**src/rtl/core/shrp_pkg.sv**
```systemverilog
package shrp_pkg;

  // field and register widths
  localparam int PIX_W     = 8;
  localparam int CFG_W     = 12;
  localparam int CFG_IDX_W = 2;
  localparam int ROW_W     = 12;

  // defaults
  localparam int DEF_MAX_WIDTH = 2048;
  localparam logic [CFG_W-1:0] RST_FRAME_WIDTH  = 12'd640;
  localparam logic [CFG_W-1:0] RST_FRAME_HEIGHT = 12'd480;

  // kernel centre weight
  localparam int SHARPEN_GAIN = 5;

  // output queue
  localparam int OUT_DEPTH = 4;
  localparam int OUT_PTR_W = $clog2(OUT_DEPTH);
  localparam int OUT_CNT_W = OUT_PTR_W + 1;

  typedef enum logic [CFG_IDX_W-1:0] {
    REG_FRAME_WIDTH  = 2'd0,
    REG_FRAME_HEIGHT = 2'd1
  } cfg_reg_t;

  typedef struct packed {
    logic [PIX_W-1:0] pixel_out;
    logic             frame_end;
  } out_item_t;

  // up to two result items written into the output queue in one cycle
  typedef struct packed {
    logic [1:0] count;
    out_item_t  first;
    out_item_t  second;
  } out_push_t;

endpackage

```
**src/rtl/core/shrp_out_fifo.sv**
```systemverilog
module shrp_out_fifo import shrp_pkg::*; (
  input  logic                 clk,
  input  logic                 rst,
  input  out_push_t            push,
  input  logic                 pop,
  output out_item_t            head,
  output logic [OUT_CNT_W-1:0] count
);

  out_item_t            slots [OUT_DEPTH];
  logic [OUT_PTR_W-1:0] wr_ptr;
  logic [OUT_PTR_W-1:0] rd_ptr;
  logic [OUT_PTR_W-1:0] wr_ptr_second;

  assign wr_ptr_second = wr_ptr + OUT_PTR_W'(1);
  assign head          = slots[rd_ptr];

  always_ff @(posedge clk) begin
    if (push.count != 2'd0) begin
      slots[wr_ptr] <= push.first;
    end
    if (push.count == 2'd2) begin
      slots[wr_ptr_second] <= push.second;
    end
  end

  always_ff @(posedge clk) begin
    if (rst) begin
      wr_ptr <= '0;
      rd_ptr <= '0;
      count  <= '0;
    end else begin
      wr_ptr <= wr_ptr + OUT_PTR_W'(push.count);
      if (pop) begin
        rd_ptr <= rd_ptr + OUT_PTR_W'(1);
      end
      count <= count + OUT_CNT_W'(push.count) - OUT_CNT_W'(pop);
    end
  end

endmodule

```
**config.mk**
```make
export PLATFORM = sky130hd
export DESIGN_NAME = shrp_out_fifo
export DESIGN_NICKNAME = d
export VERILOG_FILES = /design/src/rtl/core/shrp_pkg.sv /design/src/rtl/core/shrp_out_fifo.sv
export SDC_FILE = /design/constraint.sdc
export NUM_CORES = 1
export LEC_CHECK = 0
export ABC_AREA = 1
export ABC_CLOCK_PERIOD_IN_PS = 1600
export BUFFER_PORTS_ARGS = -buffer_cell sky130_fd_sc_hd__buf_2
export CAP_MARGIN = 20
export CORE_ASPECT_RATIO = 1.4
export CORE_MARGIN = 2
export CORE_UTILIZATION = 50
export CTS_CLUSTER_DIAMETER = 120
export DETAILED_ROUTE_END_ITERATION = 8
export PLACE_DENSITY = 0.76
export SYNTH_ARGS = -nofsm -noshare
export SYNTH_HDL_FRONTEND = slang
export SYNTH_SLANG_ARGS = --single-unit
```
**constraint.sdc**
```tcl
create_clock -name clk -period 1.6 [get_ports clk]
set_input_delay 0.08 -clock clk [delete_from_list [all_inputs] [get_ports clk]]
set_output_delay 0.08 -clock clk [all_outputs]
set_load 0.05 [all_outputs]
```
==> load_flow_metrics.sql <==
INSERT INTO impl_metrics (metric_group, metric, value, unit) VALUES
('yosys', 'netlist_area', '2330', 'sq um'),
('placed_design', 'hpwl', '3170', 'microns'),
('timing', 'max_clock_freq', '631', 'MHz'),
('placed_design', 'placed_instances', '353', ''),
('timing', 'slew_limit_headroom', '82.9', '%'),
('hold_path', 'min_path_type', 'in -> reg', ''),
('timing', 'worst_slack', '14.3', 'ps'),
('placed_design', 'port_buffers', '34', ''),
('finish', 'instances_no_fill', '363', ''),
('yosys', 'synthesis.nets', '287', ''),
('clock_network', 'root_buffer_cell', 'sky130_fd_sc_hd__clkbuf_8', ''),
('global_route', 'antenna_violations_before_repair', '0', ''),
('critical_path', 'crit_path_cell_trace', 'inv_2 -> ha_4 -> inv_2 -> ha_4 -> fa_2 -> inv_2 -> nand2_2 -> a21oi_2 -> nor2_1', ''),
('pwr', 'static_leakage', '0.00129', 'uW'),
('die', 'core-area', '4500', 'sq um'),
('global_route', 'grt_max_degree', '37', ''),
('critical_path', 'worst-endpoint-required', '1800', 'ps'),
('routing', 'final_routed_wirelength_across_all_metal_layers', '4500', 'microns'),
('yosys', 'synth_edf_count', '36', ''),
('critical_path', 'cp-end-kind', 'flop', ''),
('global_route', 'global_route.overflow_total', '0', ''),
('timing', 'maxSlewViolCount', '0', ''),
('finish', 'syn2layout_area_growth', '17.5', '%'),
('yosys', 'post-synth-top-area-fraction', '46.3', '%'),
('placed_design', 'detailedPlace.worstSlack', '8.44', 'ps'),
('finish', 'num_antenna_cells', '0', ''),
('placed_design', 'place_congestion', '0.738', ''),
('run_status', 'result_of_the_run', 'complete, no violations', ''),
('die', 'die_area', '5240', 'sq um'),
('yosys', 'synth-async-reset-ratio', '0', '%'),
('critical_path', 'cp_max_fo', '2', ''),
('finish', 'layout.core_utilization', '61.0', '%'),
('timing', 'finalWorstPathRequiredPeriod', '1590', 'ps'),
('critical_path', 'crit_path_top_delay_cell', 'sky130_fd_sc_hd__fa_2', ''),
('placed_design', 'placed_instance_area', '2630', 'sq um'),
('clock_network', 'cts.clk_slew.worst_paths', '80', 'ps'),
('timing', 'finalSetupViolations', '0', ''),
('timing', 'actual_slew_at_the_worst_max_slew_pin', '255', 'ps'),
('timing', 'hold_viol', '0', ''),
('die', 'die_width', '61.8', 'microns'),
('clock_network', 'tritoncts.num_buffers', '5', ''),
('yosys', 'yosysTopAreaCell', 'sky130_fd_sc_hd__edfxtp_1', ''),
('finish', 'seqCellArea', '1270', 'sq um'),
('routing', 'routed_wire_length_per_instance', '12.4', 'microns'),
('timing', 'totalNegativeSetupSlack', '0', 'ps'),
('yosys', 'yosysSeqAreaShare', '54.0', '%'),
('die', 'effective_utilization_at_floorplan', '51.9', '%'),
('die', 'number_of_standard_cell_rows_in_the_floorplan', '29', ''),
('die', 'io_pins', '35', ''),
('routing', 'ant_nets', '0', ''),
('routing', 'remaining_drc_errors', '0', ''),
('die', 'die_y', '84.9', 'microns'),
('timing', 'finalClockSkew', '2.90', 'ps'),
('yosys', 'synth_most_common_cell', 'sky130_fd_sc_hd__nand2_1', ''),
('yosys', 'yosys_most_used_dff', 'sky130_fd_sc_hd__edfxtp_1', ''),
('routing', 'avgViaCountPerCell', '4.95', ''),
('critical_path', 'arrival', '1780', 'ps'),
('global_route', 'via_count_of_the_first_global_routing_pass', '1620', ''),
('finish', 'post_layout_instance_area', '2740', 'sq um'),
('critical_path', 'cpPeakStageDelay', '380', 'ps'),
('yosys', 'ys_warn_count', '0', ''),
('yosys', 'ys_types', '19', ''),
('clock_network', 'cts_tree', 'built', ''),
('yosys', 'ys_top_cells_by_count', 'sky130_fd_sc_hd__nand2_1 (66), sky130_fd_sc_hd__inv_1 (43), sky130_fd_sc_hd__edfxtp_1 (36)', ''),
('clock_network', 'cts.path.max_buffers', '2', ''),
('global_route', 'global_route_wire_length_before_repair', '7380', 'microns'),
('clock_network', 'clk-insertion-delay-late', '290', 'ps'),
('finish', 'n_fill_cell', '426', ''),
('yosys', 'netlist_top_cells_area', 'sky130_fd_sc_hd__edfxtp_1 (46%), sky130_fd_sc_hd__nand2_1 (11%), sky130_fd_sc_hd__dfxtp_1 (7.7%)', ''),
('routing', 'vias', '1798', ''),
('timing', 'setup_repair_after_global_routing_missed_its_margin', 'true', '');
==> cells by family after synthesis <==
kind of cell	synth area share (%)
flip-flops	54.0
AO/OA/AOI/OAI	18.1
adder cells (fa/ha/maj)	3.00
buffers and inverters	10.1
AND/OR/NAND/NOR	14.7
==> registers in the layout (all words and copies together) (netlist names), named ones only <==
signal,cells
count,3
wr_ptr,2
slots,36
rd_ptr,2
==> critical path: cells and delay by family, from the launching register on <==
kind | cells | cell delay, ps
buf+inv | 3 | 150
simple gates | 2 | 110
compound gates | 1 | 110
flops | 1 | 350
fa+ha+maj | 3 | 780
==> final timing paths <==
check / start / to / slack (ps) / cells after the start
max reg2reg: count[0] / count[2] / 10 / 9
min reg2reg: rd_ptr[1] / rd_ptr[1] / 470 / 2
min: pop / rd_ptr[0] / 40 / 2
max: count[0] / count[2] / 10 / 9
==> through the flow <==
| step | total power, uW | hold slack, ps |
|---|---|---|
| floorplan | 2020 | 142 |
| global placement | 2220 | 283 |
| detailed placement | 2250 | 289 |
| CTS | 2900 | 28.1 |
| global route | 3080 | 43.1 |
| finish | 2910 | 38.0 |
==> cells in the final DEF (no fill, tap or decap), drive strengths merged <==
cell,count
o211ai,9
nand2,70
clkbuf,6
nor2,9
ha,4
o21ai,51
a21oi,14
nand3,2
dfxtp,9
inv,44
dlygate4sd3,1
clkinv,3
edfxtp,36
buf,42
fa,1
==> area by class of cell <==
cell class | instances | area share (%)
well taps | 62 | 2.83
clock buffers | 5 | 2.51
repair buffers | 44 | 10.0
inverters | 44 | 6.02
multi-input cells | 160 | 32.0
clock inverters | 3 | 0.456
flip-flops and latches | 45 | 46.1
==> layer usage <==
metal | up-vias | track usage [%] | wire, microns
li1 | 933 | - | -
met4 | 0 | 8.51 | 95
met3 | 8 | 4.42 | 167
met5 | - | 0 | 0
met1 | 822 | 24.0 | 1890
met2 | 35 | 32.1 | 2350
==> what timing repair did <==
| action | in CTS | in global routing |
|---|---|---|
| endpoints found under the hold margin | 3 | 0 |
| resized for setup | 0 | 6 |
| setup buffers | 0 | 1 |
| endpoints found under the setup margin | 1 | 2 |
| pin swaps | 1 | 3 |
| hold buffers | 1 | 0 |
==> report_power, final <==
part / switching (uW) / internal [uW] / leakage [uW]
Combinational: 554 / 249 / 0.000829
Sequential: 39.7 / 1400 / 0.000414
Clock: 371 / 294 / 0.0000430
Total: 965 / 1940 / 0.00129
Note: power is estimated with default switching activity, not from simulation.
